File: src/hdl/llars_pkg.sv
package llars_pkg;

   // Board geometry.
   localparam int MAX_COLS = 64;
   localparam int ROW_W    = 64;
   localparam int COLS_W   = 7;
   localparam int RULE_W   = 4;
   localparam int IDX_W    = $clog2(MAX_COLS);

   // Register indexes of the configuration port.
   localparam int CSR_IDX_W = 3;
   localparam logic [CSR_IDX_W-1:0] CSR_COLS_IN_USE   = 3'd0;
   localparam logic [CSR_IDX_W-1:0] CSR_BIRTH_MIN     = 3'd1;
   localparam logic [CSR_IDX_W-1:0] CSR_BIRTH_MAX     = 3'd2;
   localparam logic [CSR_IDX_W-1:0] CSR_SURVIVE_MIN   = 3'd3;
   localparam logic [CSR_IDX_W-1:0] CSR_SURVIVE_MAX   = 3'd4;
   localparam logic [CSR_IDX_W-1:0] CSR_CLEAR_CORNERS = 3'd5;
   localparam int CSR_DATA_W = 7;

   // Reset values of the registers.
   localparam logic [COLS_W-1:0] RST_COLS_IN_USE = 7'd64;
   localparam logic [RULE_W-1:0] RST_BIRTH_MIN   = 4'd2;
   localparam logic [RULE_W-1:0] RST_BIRTH_MAX   = 4'd4;
   localparam logic [RULE_W-1:0] RST_SURVIVE_MIN = 4'd4;
   localparam logic [RULE_W-1:0] RST_SURVIVE_MAX = 4'd5;

   // Row counter codes.
   localparam logic [1:0] SEEN_NONE  = 2'd0;
   localparam logic [1:0] SEEN_TOP   = 2'd1;
   localparam logic [1:0] SEEN_BELOW = 2'd2;

   typedef struct packed {
      logic [ROW_W-1:0] row_cells;
      logic             last_row;
   } req_type;

   typedef struct packed {
      logic [ROW_W-1:0] next_row_cells;
      logic             board_done;
   } rsp_type;

   typedef struct packed {
      logic [RULE_W-1:0] birth_min;
      logic [RULE_W-1:0] birth_max;
      logic [RULE_W-1:0] survive_min;
      logic [RULE_W-1:0] survive_max;
   } rule_type;

   typedef struct packed {
      logic [COLS_W-1:0] cols_in_use;
      rule_type          rule;
      logic              clear_corners;
   } cfg_type;

   // One row to evolve, with its neighbors and placement on the board.
   typedef struct packed {
      logic [ROW_W-1:0] up;
      logic [ROW_W-1:0] mid;
      logic [ROW_W-1:0] low;
      logic             is_top;
      logic             is_bottom;
      logic             done;
   } job_type;

   // Board width clamped to 1..MAX_COLS.
   function automatic logic [COLS_W-1:0] clamp_width(input logic [COLS_W-1:0] cols);
      logic [COLS_W-1:0] w;
      w = cols;
      if (w == '0) begin
         w = COLS_W'(1);
      end
      if (w > COLS_W'(MAX_COLS)) begin
         w = COLS_W'(MAX_COLS);
      end
      return w;
   endfunction

   // One bit per column that lies on the board.
   function automatic logic [ROW_W-1:0] width_mask(input logic [COLS_W-1:0] w);
      logic [ROW_W-1:0] m;
      for (int j = 0; j < ROW_W; j++) begin
         m[j] = (COLS_W'(j) < w);
      end
      return m;
   endfunction

endpackage

File: src/hdl/llars_lane.sv
module llars_lane
   import llars_pkg::*;
(
   input  logic [2:0] up,
   input  logic [2:0] mid,
   input  logic [2:0] low,
   input  rule_type   rule,
   output logic       next_live
);

   logic [RULE_W-1:0] count;
   logic              live;

   // Count the eight neighbors around the center cell.
   assign count = RULE_W'(up[0]) + RULE_W'(up[1]) + RULE_W'(up[2])
                + RULE_W'(mid[0]) + RULE_W'(mid[2])
                + RULE_W'(low[0]) + RULE_W'(low[1]) + RULE_W'(low[2]);

   assign live = mid[1];

   // Survival range for a live cell, birth range for a dead one.
   always_comb begin
      if (live) begin
         next_live = (count >= rule.survive_min) && (count <= rule.survive_max);
      end else begin
         next_live = (count >= rule.birth_min) && (count <= rule.birth_max);
      end
   end

endmodule

File: src/hdl/llars_window.sv
module llars_window
   import llars_pkg::*;
(
   input  logic    clock,
   input  logic    reset,
   input  logic    req_valid,
   output logic    req_ready,
   input  req_type req_payload,
   output logic    job_valid,
   input  logic    job_ready,
   output job_type job
);

   logic [ROW_W-1:0] upper_ff, upper_in;
   logic [ROW_W-1:0] middle_ff, middle_in;
   logic [1:0]       seen_ff, seen_in;
   logic             pend_ff, pend_in;
   logic             job_valid_ff, job_valid_in;
   job_type          job_ff, job_in;
   logic             load;
   logic             accept;

   // The job register can take a new row when empty or draining.
   assign load      = !job_valid_ff || job_ready;
   assign req_ready = load && !pend_ff;
   assign accept    = req_valid && req_ready;

   // Row window control: first phase on the accepted beat, second phase for the
   // bottom row that follows a last_row beat.
   always_comb begin
      upper_in     = upper_ff;
      middle_in    = middle_ff;
      seen_in      = seen_ff;
      pend_in      = pend_ff;
      job_valid_in = job_valid_ff && !job_ready;
      job_in       = job_ff;
      if (pend_ff && load) begin
         job_in       = '{up: upper_ff, mid: middle_ff, low: '0,
                          is_top: 1'b0, is_bottom: 1'b1, done: 1'b1};
         job_valid_in = 1'b1;
         pend_in      = 1'b0;
         upper_in     = '0;
         middle_in    = '0;
         seen_in      = SEEN_NONE;
      end else if (accept) begin
         if (seen_ff == SEEN_NONE) begin
            if (req_payload.last_row) begin
               // Single-row board.
               job_in       = '{up: '0, mid: req_payload.row_cells, low: '0,
                                is_top: 1'b1, is_bottom: 1'b1, done: 1'b1};
               job_valid_in = 1'b1;
            end else begin
               upper_in  = '0;
               middle_in = req_payload.row_cells;
               seen_in   = SEEN_TOP;
            end
         end else begin
            job_in       = '{up: upper_ff, mid: middle_ff, low: req_payload.row_cells,
                             is_top: (seen_ff == SEEN_TOP), is_bottom: 1'b0, done: 1'b0};
            job_valid_in = 1'b1;
            upper_in     = middle_ff;
            middle_in    = req_payload.row_cells;
            if (req_payload.last_row) begin
               pend_in = 1'b1;
            end else begin
               seen_in = SEEN_BELOW;
            end
         end
      end
   end

   // Control state.
   always_ff @(posedge clock) begin
      if (reset) begin
         upper_ff     <= '0;
         middle_ff    <= '0;
         seen_ff      <= SEEN_NONE;
         pend_ff      <= 1'b0;
         job_valid_ff <= 1'b0;
      end else begin
         upper_ff     <= upper_in;
         middle_ff    <= middle_in;
         seen_ff      <= seen_in;
         pend_ff      <= pend_in;
         job_valid_ff <= job_valid_in;
      end
   end

   // Job payload.
   always_ff @(posedge clock) begin
      job_ff <= job_in;
   end

   assign job_valid = job_valid_ff;
   assign job       = job_ff;

endmodule

File: src/hdl/llars_merge.sv
module llars_merge
   import llars_pkg::*;
(
   input  logic             clock,
   input  logic             reset,
   input  logic             job_valid,
   output logic             job_ready,
   input  job_type          job,
   input  logic [ROW_W-1:0] lane_live,
   input  cfg_type          cfg,
   output logic             rsp_valid,
   input  logic             rsp_ready,
   output rsp_type          rsp_payload
);

   logic             rsp_valid_ff, rsp_valid_in;
   rsp_type          rsp_ff, rsp_in;
   logic [COLS_W-1:0] width;
   logic [IDX_W-1:0] last_col;
   logic [ROW_W-1:0] row;
   logic             take;

   assign width    = clamp_width(cfg.cols_in_use);
   assign last_col = IDX_W'(width - COLS_W'(1));

   // Gather the lanes, trim to the board and clear the corners.
   always_comb begin
      row = lane_live & width_mask(width);
      if (cfg.clear_corners && job.is_top) begin
         row[0] = 1'b0;
      end
      if (cfg.clear_corners && job.is_bottom) begin
         row[last_col] = 1'b0;
      end
   end

   // Output register.
   assign job_ready = !rsp_valid_ff || rsp_ready;
   assign take      = job_valid && job_ready;

   always_comb begin
      rsp_valid_in = rsp_valid_ff && !rsp_ready;
      rsp_in       = rsp_ff;
      if (take) begin
         rsp_valid_in = 1'b1;
         rsp_in       = '{next_row_cells: row, board_done: job.done};
      end
   end

   always_ff @(posedge clock) begin
      if (reset) begin
         rsp_valid_ff <= 1'b0;
      end else begin
         rsp_valid_ff <= rsp_valid_in;
      end
   end

   always_ff @(posedge clock) begin
      rsp_ff <= rsp_in;
   end

   assign rsp_valid   = rsp_valid_ff;
   assign rsp_payload = rsp_ff;

endmodule

File: src/hdl/life_like_automaton_row_step.sv
// One generation of a life-like cellular automaton, one board row per beat.
// Rows enter on the req_ channel top to bottom; req_payload.last_row marks the
// bottom row. Results leave on the rsp_ channel in row order, each result
// row trailing its input by one row: the first input row gives no beat, each
// later row gives one, and the bottom row gives two, the second carrying
// board_done (a single-row board gives one beat). The csr_ channel writes the
// board width, the birth and survival ranges and the corner-clear flag;
// csr_ready is always high.
// A result passes the row window register and 64 neighbor-count lanes into
// the output register. Throughput is one row per cycle while rsp_ready holds;
// a last_row beat after the first holds req_ready low while the bottom row is
// issued. When the receiver stalls, the output register holds its beat, the
// window register fills behind it and req_ready drops until rsp_ready returns.
// Reset clears the row window and all valids and loads the register
// defaults: width 64, birth 2..4, survival 4..5, corners cleared.
module life_like_automaton_row_step
   import llars_pkg::*;
(
   input  logic                  clock,
   input  logic                  reset,
   input  logic                  req_valid,
   output logic                  req_ready,
   input  req_type               req_payload,
   output logic                  rsp_valid,
   input  logic                  rsp_ready,
   output rsp_type               rsp_payload,
   input  logic                  csr_valid,
   output logic                  csr_ready,
   input  logic [CSR_IDX_W-1:0]  csr_index,
   input  logic [CSR_DATA_W-1:0] csr_data
);

   cfg_type          cfg_ff, cfg_in;
   logic             job_valid;
   logic             job_ready;
   job_type          job;
   logic [ROW_W-1:0] mask;
   logic [ROW_W+1:0] up_pad;
   logic [ROW_W+1:0] mid_pad;
   logic [ROW_W+1:0] low_pad;
   logic [ROW_W-1:0] lane_live;

   // Configuration registers.
   assign csr_ready = 1'b1;

   always_comb begin
      cfg_in = cfg_ff;
      if (csr_valid) begin
         unique case (csr_index)
            CSR_COLS_IN_USE:   cfg_in.cols_in_use      = csr_data[COLS_W-1:0];
            CSR_BIRTH_MIN:     cfg_in.rule.birth_min   = csr_data[RULE_W-1:0];
            CSR_BIRTH_MAX:     cfg_in.rule.birth_max   = csr_data[RULE_W-1:0];
            CSR_SURVIVE_MIN:   cfg_in.rule.survive_min = csr_data[RULE_W-1:0];
            CSR_SURVIVE_MAX:   cfg_in.rule.survive_max = csr_data[RULE_W-1:0];
            CSR_CLEAR_CORNERS: cfg_in.clear_corners    = csr_data[0];
            default: ;
         endcase
      end
   end

   always_ff @(posedge clock) begin
      if (reset) begin
         cfg_ff <= '{cols_in_use: RST_COLS_IN_USE,
                     rule: '{birth_min: RST_BIRTH_MIN, birth_max: RST_BIRTH_MAX,
                             survive_min: RST_SURVIVE_MIN,
                             survive_max: RST_SURVIVE_MAX},
                     clear_corners: 1'b1};
      end else begin
         cfg_ff <= cfg_in;
      end
   end

   // Row window and job register.
   llars_window u_window (
      .clock       (clock),
      .reset       (reset),
      .req_valid   (req_valid),
      .req_ready   (req_ready),
      .req_payload (req_payload),
      .job_valid   (job_valid),
      .job_ready   (job_ready),
      .job         (job)
   );

   // Off-board columns read as dead; pad one dead column on each side.
   assign mask    = width_mask(clamp_width(cfg_ff.cols_in_use));
   assign up_pad  = {1'b0, job.up  & mask, 1'b0};
   assign mid_pad = {1'b0, job.mid & mask, 1'b0};
   assign low_pad = {1'b0, job.low & mask, 1'b0};

   // One lane per column.
   for (genvar j = 0; j < ROW_W; j++) begin : g_lane
      llars_lane u_lane (
         .up        (up_pad[j+2:j]),
         .mid       (mid_pad[j+2:j]),
         .low       (low_pad[j+2:j]),
         .rule      (cfg_ff.rule),
         .next_live (lane_live[j])
      );
   end

   // Merge the lanes into the output register.
   llars_merge u_merge (
      .clock       (clock),
      .reset       (reset),
      .job_valid   (job_valid),
      .job_ready   (job_ready),
      .job         (job),
      .lane_live   (lane_live),
      .cfg         (cfg_ff),
      .rsp_valid   (rsp_valid),
      .rsp_ready   (rsp_ready),
      .rsp_payload (rsp_payload)
   );

endmodule

File: config.mk
export PLATFORM = sky130hd
export DESIGN_NAME = life_like_automaton_row_step
export DESIGN_NICKNAME = d
export VERILOG_FILES = /design/src/hdl/llars_pkg.sv /design/src/hdl/llars_lane.sv /design/src/hdl/llars_window.sv /design/src/hdl/llars_merge.sv /design/src/hdl/life_like_automaton_row_step.sv
export SDC_FILE = /design/constraint.sdc
export NUM_CORES = 2
export LEC_CHECK = 0
export ABC_CLOCK_PERIOD_IN_PS = 13400
export BUFFER_PORTS_ARGS = -buffer_cell sky130_fd_sc_hd__buf_2
export CAP_MARGIN = 40
export CORE_ASPECT_RATIO = 2
export CORE_UTILIZATION = 55
export CTS_CLUSTER_SIZE = 28
export DETAILED_ROUTE_END_ITERATION = 6
export PLACE_DENSITY = 0.74
export SYNTH_ARGS = -nofsm -noshare
export SYNTH_HDL_FRONTEND = slang
export SYNTH_SLANG_ARGS = --single-unit
File: constraint.sdc
create_clock -name clock -period 13.4 [get_ports clock]
set_input_delay 1.34 -clock clock [delete_from_list [all_inputs] [get_ports clock]]
set_output_delay 1.34 -clock clock [all_outputs]
set_load 0.1 [all_outputs]
# [Word-level counts from Yosys, hierarchy flattened]
# Index checks and enable logic that the tools add are counted.
[word_totals] ff_bits=417
[op_classes] reduce_logical=160 n_eq_ne=9 n_addsub=442 bitwise=8 n_lt_le_gt_ge=323 n_mux=86
[ops] op="adder 4 x 1 -> 4 bit" n=377
[ops] op="2-to-1 mux 195 bit" n=4
[ops] op=">= comparator 4 bit" n=128
[ops] op="<= comparator 4 bit" n=128
[ops] op="bitwise AND 64 bit" n=5
[ops] op="2-to-1 mux 64 bit" n=5
[ops] op="< comparator 6 x 7 -> 1 bit (first input constant)" n=32
[ops] op="logical AND 1 bit" n=137
[ops] op="adder 1 x 1 -> 2 bit" n=63
[ops] op="< comparator 5 x 7 -> 1 bit (first input constant)" n=16
[ops] op="2-to-1 mux 1 bit" n=71
[ops] op="inverter 64 bit" n=1
[ops] op="< comparator 4 x 7 -> 1 bit (first input constant)" n=8
[ops] op="< comparator 3 x 7 -> 1 bit (first input constant)" n=4
[ops] op="AND reduction 2 bit" n=10
[ops] op="< comparator 1 x 7 -> 1 bit (first input constant)" n=2
[ops] op="< comparator 2 x 7 -> 1 bit (first input constant)" n=2
[ops] op="2-to-1 mux 7 bit" n=2
[ops] op="greater-than comparator 7 bit (second input constant)" n=1
[ops] op="logical NOT 7 bit" n=1
[ops] op="< comparator 6 x 7 -> 1 bit (second input constant)" n=1
[ops] op="demux 1 bit (select 6 bit)" n=1
[ops] op="equality test 3 x 2 -> 1 bit (second input constant)" n=2
[ops] op="equality test 3 bit (second input constant)" n=2
[ops] op="16 further kinds" n=25

# [Longest topological paths before layout]
[logic_depth] word_depth=20 depth_mapped=23 depth_no_buf=22

# [By module]
# A second synthesis with hierarchy kept.
[hier_totals] hier_cells=6322 area_unflattened_um2=55348.1
[modules_own_cells] module="llars_lane at g_lane[0].u_lane ..." area_each_um2=563.0 instances=62 cells_each=70
[modules_own_cells] module="llars_window" area_each_um2=12913.6 instances=1 cells_each=1106
[modules_own_cells] module="llars_merge" area_each_um2=3607.2 instances=1 cells_each=327
[modules_own_cells] module="life_like_automaton_row_step" area_each_um2=2785.2 instances=1 cells_each=409
[modules_own_cells] module="llars_lane at g_lane[12].u_lane ..." area_each_um2=566.8 instances=2 cells_each=70

# [Least setup slack after synthesis]
# No wires, ideal clock.
[synth_timing] path_type="reg-to-reg" start="register cfg_ff[23] (netlist name)" end="register u_merge.rsp_ff, in the netlist u_merge.rsp_payload[58] (data pin)" path_stages_with_launch=21 setup_ps=180 path_buffers=4 period_less_slack_ps=5154 t_arrival_ps=4974 slack_ps=8246 required_ps=13220 path_cell_list="dfxtp_1 -> clkbuf_2 -> clkbuf_1 -> buf_2 -> buf_1 -> a21oi_1 -> nor2b_1 -> ha_1 -> inv_1 -> fa_1 -> inv_1 -> fa_1 -> fa_1 -> inv_1 -> fa_1 -> inv_1 -> ha_1 -> and3b_1 -> a2111oi_0 -> o221ai_1 -> a221oi_1"
[synth_between] elab_chain_len=19
[synth_rtl] item="from (decl)" line_no="life_like_automaton_row_step.sv:33" rtl="cfg_type cfg_ff, cfg_in;"
[synth_rtl] item="from (signal assigned)" line_no="life_like_automaton_row_step.sv:63" rtl="cfg_ff <= '{cols_in_use: RST_COLS_IN_USE,"
[synth_rtl] item="from (signal assigned)" line_no="life_like_automaton_row_step.sv:69" rtl="cfg_ff <= cfg_in;"
[synth_rtl] item="logical NOT 7 bit" line_no="llars_pkg.sv:69" rtl="if (w == '0) begin"
[synth_rtl] item="2-to-1 mux 7 bit (*)" line_no="llars_pkg.sv:69"
[synth_rtl] item="greater-than comparator 7 bit" line_no="llars_pkg.sv:72" rtl="if (w > COLS_W'(MAX_COLS)) begin"
[synth_rtl] item="2-to-1 mux 7 bit (*)" line_no="llars_pkg.sv:72"
[synth_rtl] item="< comparator 6 x 7 -> 1 bit" line_no="llars_pkg.sv:82" rtl="m[j] = (COLS_W'(j) < w);"
[synth_rtl] item="bitwise AND 64 bit" line_no="life_like_automaton_row_step.sv:87" rtl="assign up_pad = {1'b0, job.up & mask, 1'b0};"
[synth_rtl] item="adder 1 x 1 -> 2 bit" line_no="llars_lane.sv:15" rtl="assign count = RULE_W'(up[0]) + RULE_W'(up[1]) + RULE_W'(up[2])"
[synth_rtl] item="adder 4 x 1 -> 4 bit" line_no="llars_lane.sv:15"
[synth_rtl] item="adder 4 x 1 -> 4 bit (2 in series)" line_no="llars_lane.sv:16" rtl="+ RULE_W'(mid[0]) + RULE_W'(mid[2])"
[synth_rtl] item="adder 4 x 1 -> 4 bit (3 in series)" line_no="llars_lane.sv:17" rtl="+ RULE_W'(low[0]) + RULE_W'(low[1]) + RULE_W'(low[2]);"
[synth_rtl] item=">= comparator 4 bit, or another cell as far along" line_no="llars_lane.sv:26" rtl="next_live = (count >= rule.birth_min) && (count <= rule.birth_max);"
[synth_rtl] item="logical AND 1 bit, on equally long branches" line_no="llars_lane.sv:26, llars_lane.sv:24"
[synth_rtl] item="2-to-1 mux 1 bit" line_no="llars_lane.sv:23" rtl="if (live) begin"
[synth_rtl] item="bitwise AND 64 bit" line_no="llars_merge.sv:28" rtl="row = lane_live & width_mask(width);"
[synth_rtl] item="bitwise AND 64 bit (no line)"
[synth_rtl] item="2-to-1 mux 64 bit (*)" line_no="llars_merge.sv:32" rtl="if (cfg.clear_corners && job.is_bottom) begin"
[synth_rtl] item="net u_merge.row[57]" line_no="llars_merge.sv:20" rtl="logic [ROW_W-1:0] row;"
[synth_rtl] item="to (signal assigned)" line_no="llars_merge.sv:59" rtl="rsp_ff <= rsp_in;"
[synth_rtl] item="to (decl)" line_no="llars_merge.sv:17" rtl="rsp_type rsp_ff, rsp_in;"
# Mark *: on every way through the listed nets, which the timed path passes. The rest lies on a longest branch.
# A chain may end at the register's enable or synchronous reset.

# [Final worst setup path]
[layout_timing] start="register cfg_ff[20] (netlist name)" end="register u_merge.rsp_ff, in the netlist u_merge.rsp_payload[35] (data pin)"
# Same word-level chain as after synthesis.

==> results.tsv <==
metric	value	unit
status	complete, no violations	
ys_seq_area_frac	0.2096	
grt_pass1_vias	43480	
regArea	10280	um2
synth_area	48960	um2
r2r_start	cfg_ff[20]	
fp.dieW	213.0	um
async_flop_share	0	
netSwitchingFraction	0.4663	
antenna_left	0	
critPathKind	flip-flop to flip-flop	
multiInputGateArea	35590	um2
synth_cells	5420	
ff2ff_setup_slack	6.80	ns
die_y	423.9	um
grt_pass1_wl	242700	um
p_leak	25.51	nW
period_minus_slack	6.598	ns
synthTopCellsByArea	ha_1 31%, edfxtp_1 12%, fa_1 10%, dfxtp_1 9.1%, inv_1 5.5%	
synthToLayoutAreaGrowth	7.931	%
ioPinCount	148	
cts_root_buffer	clkbuf_16	
fill_cells	7675	
finalNetCount	7097	
hp-start	u_window.upper_ff[36]	
cts_resized	0	
rows	154	
p_sw	3.689	mW
crit_fanout	19	
io_buffers	146	
cts.clk_slew.worst_paths	0.07	ns
arrival	7.00	ns
die_area	90280	um2
cts-buffers-inserted	41	
synthMostInstantiatedCell	ha_1	
vdd_drop_max	89.80	uV
initial_core_util	0.5560	
drv_slew	0	
critPathLaunchType	flip-flop	
ctsHoldBuffers	0	
hold_depth	2	
worstPathRequired	13.80	ns
overflow	0	
fmax	0.1516	GHz
slew_headroom	0.3288	
cts_buffer_depth	3	
p_per_area	149.7	nW/um2
p_comb_frac	0.640	
wl_per_cell	23.52	um
cts_tree	built	
drt-vias-per-instance	6.252	
synth_edf_count	193	
seq_power_share	0.198	
dr.pass1.iters	6	
htreeDepth	2	
synth_area_leader_cell	ha_1	
ys.flop_type	dfxtp_1	
grt_usage	0.3554	
cts_setup_buffers	0	
total_power	7.910	mW
pwr-share-clk	0.162	
synth_common_cells	1206 x ha_1, 711 x inv_1, 485 x a21oi_1	
syn-num-nets	6956	
crit_path_end_kind	flip-flop	
ys_seq_elements	416	
worstMarginPinSlew	1.003	ns
worstHoldPathType	flip-flop to flip-flop	
yosysWarnings	0	
finalSetupViolations	0	
hold_viol	0	
worstReg2RegEnd	u_merge.rsp_payload[35]	
core	88060	um2
fin_skew	0.03858	ns
internal-power	4.222	mW
grt_max_degree	79	
drt_iter0_drc	3087	
drv_cap	0	
routed_wirelength	159100	um
hpwl	114300	um
synth.distinct_cells	76	
drive_above_1_share	0.06079	
tns	0	ns
dr_total_vias	42290	
synth_top_area_frac	0.3082	
drc	0	
r2r_cells	20	
rsz0062_at_grt	no	
insertion_delay	0.64	ns
clock_sinks	416	
avgSynthCellArea	9.032	um2
gp_congestion	0.9727	
antenna_found_initial	14	
fin_crit_sh	0.4924	
startpoint	cfg_ff[20]	
holdPathEnd	u_window.upper_ff[36]	
final cells by class:
type / count / area share
clock inverters: 30 / 0.006204
flip-flops and latches: 416 / 0.1945
inverters: 712 / 0.05096
diodes: 2 / 0.00009472
clock buffers: 45 / 0.02029
repair buffers: 215 / 0.02666
well taps: 1170 / 0.02771
multi-input cells: 4175 / 0.6736
power by group through the flow:
| stage | sequential [mW] | combinational [mW] | clock [mW] |
|---|---|---|---|
| 3_3_place_gp | 1.59 | 4.74 | 0 |
| 4_1_cts | 1.56 | 5.04 | 1.29 |
| 6_report | 1.57 | 5.06 | 1.28 |
| 3_5_place_dp | 1.59 | 5.01 | 0 |
| 2_1_floorplan | 1.78 | 3.58 | 0 |
| 5_1_grt | 1.57 | 5.85 | 1.32 |
cells by family (layout without fill, tap and decap cells):
group | count (synthesis) | after routing | share of synthesized area
buffers and inverters | 829 | 1002 | 0.06484
other | 1 | 3 | 0.00007660
AO/OA/AOI/OAI | 1328 | 1328 | 0.1652
adder cells (fa/ha/maj) | 1456 | 1456 | 0.4105
XOR/XNOR | 73 | 73 | 0.01306
AND/OR/NAND/NOR | 1297 | 1297 | 0.1327
multiplexers | 20 | 20 | 0.004089
flip-flops | 416 | 416 | 0.2096
per-stage QoR:
stage | util | cells | hold slack [ns] | instance area [um2] | setup WS (ns)
after detailed placement | 0.5838 | 6687 | 0.4399 | 51410 | 6.853
after floorplan | - | 5420 | 0.4273 | 48960 | 8.246
after CTS | 0.5997 | 6762 | 0.4493 | 52810 | 6.813
after global placement | 0.5811 | 6674 | 0.4338 | 51170 | 6.908
final | 0.6000 | 6765 | 0.4469 | 52840 | 6.802
after global routing | 0.6000 | 6763 | 0.4666 | 52830 | 6.528
placed cells by master (no fill, tap or decap), types with 43 or more instances in the layout:
| cell | instances |
|---|---|
| and2_1 | 105 |
| a21oi_1 | 485 |
| a21o_1 | 68 |
| ha_1 | 1206 |
| buf_2 | 147 |
| dfxtp_1 | 218 |
| o21ai_0 | 371 |
| inv_1 | 698 |
| nand2b_1 | 107 |
| buf_4 | 58 |
| a22o_1 | 68 |
| nor3_1 | 43 |
| a22oi_1 | 107 |
| nand2_1 | 334 |
| fa_1 | 250 |
| nor2_1 | 304 |
| nand4_1 | 90 |
| edfxtp_1 | 193 |
| xnor2_1 | 69 |
| nor2b_1 | 223 |
worst max path at each step:
stage	cells past startpoint	slack [ns]	endpoint
after floorplan	20	8.25	u_merge.rsp_payload[58]
after global placement	20	6.91	u_merge.rsp_payload[35]
after CTS	20	6.81	u_merge.rsp_payload[35]
after detailed placement	20	6.85	u_merge.rsp_payload[35]
final	20	6.80	u_merge.rsp_payload[35]
after global routing	20	6.53	u_merge.rsp_payload[35]
critical path, cell delays in order (launching register included):
cell and delay [ns]:
dfxtp_1 0.43, buf_4 0.27, or3_1 0.36, a21oi_1 0.62, a21boi_1 0.65, nor2b_1 0.24, ha_1 0.34, inv_1 0.05
fa_1 0.50, inv_1 0.05, fa_1 0.45, fa_1 0.43, inv_1 0.08, fa_1 0.40, inv_1 0.16, ha_1 0.27
nor2b_1 0.14, o21a_1 0.16, nor3_1 0.18, o221ai_1 0.21, a221oi_1 0.37
registers in the layout, indices dropped and copies added, names as in the netlist:
signal / cells
u_merge.rsp_valid: 1
u_window.upper_ff: 64
cfg_ff: 24
u_window.middle_ff: 64
u_window.pend_ff: 1
u_window.seen_ff: 2
u_window.job_valid: 1
u_window.job: 194
u_merge.rsp_payload: 65
routing by layer:
metal,share of wire,up-vias,wire length [um],global-route usage
li1,-,19390,-,-
met1,0.34,20100,54640,0.3726
met2,0.47,1913,74380,0.5979
met3,0.085,874,13460,0.07194
met4,0.10,20,16470,0.3122
met5,0.00083,-,132,0
No activity file was read; power rests on OpenSTA's default activity.
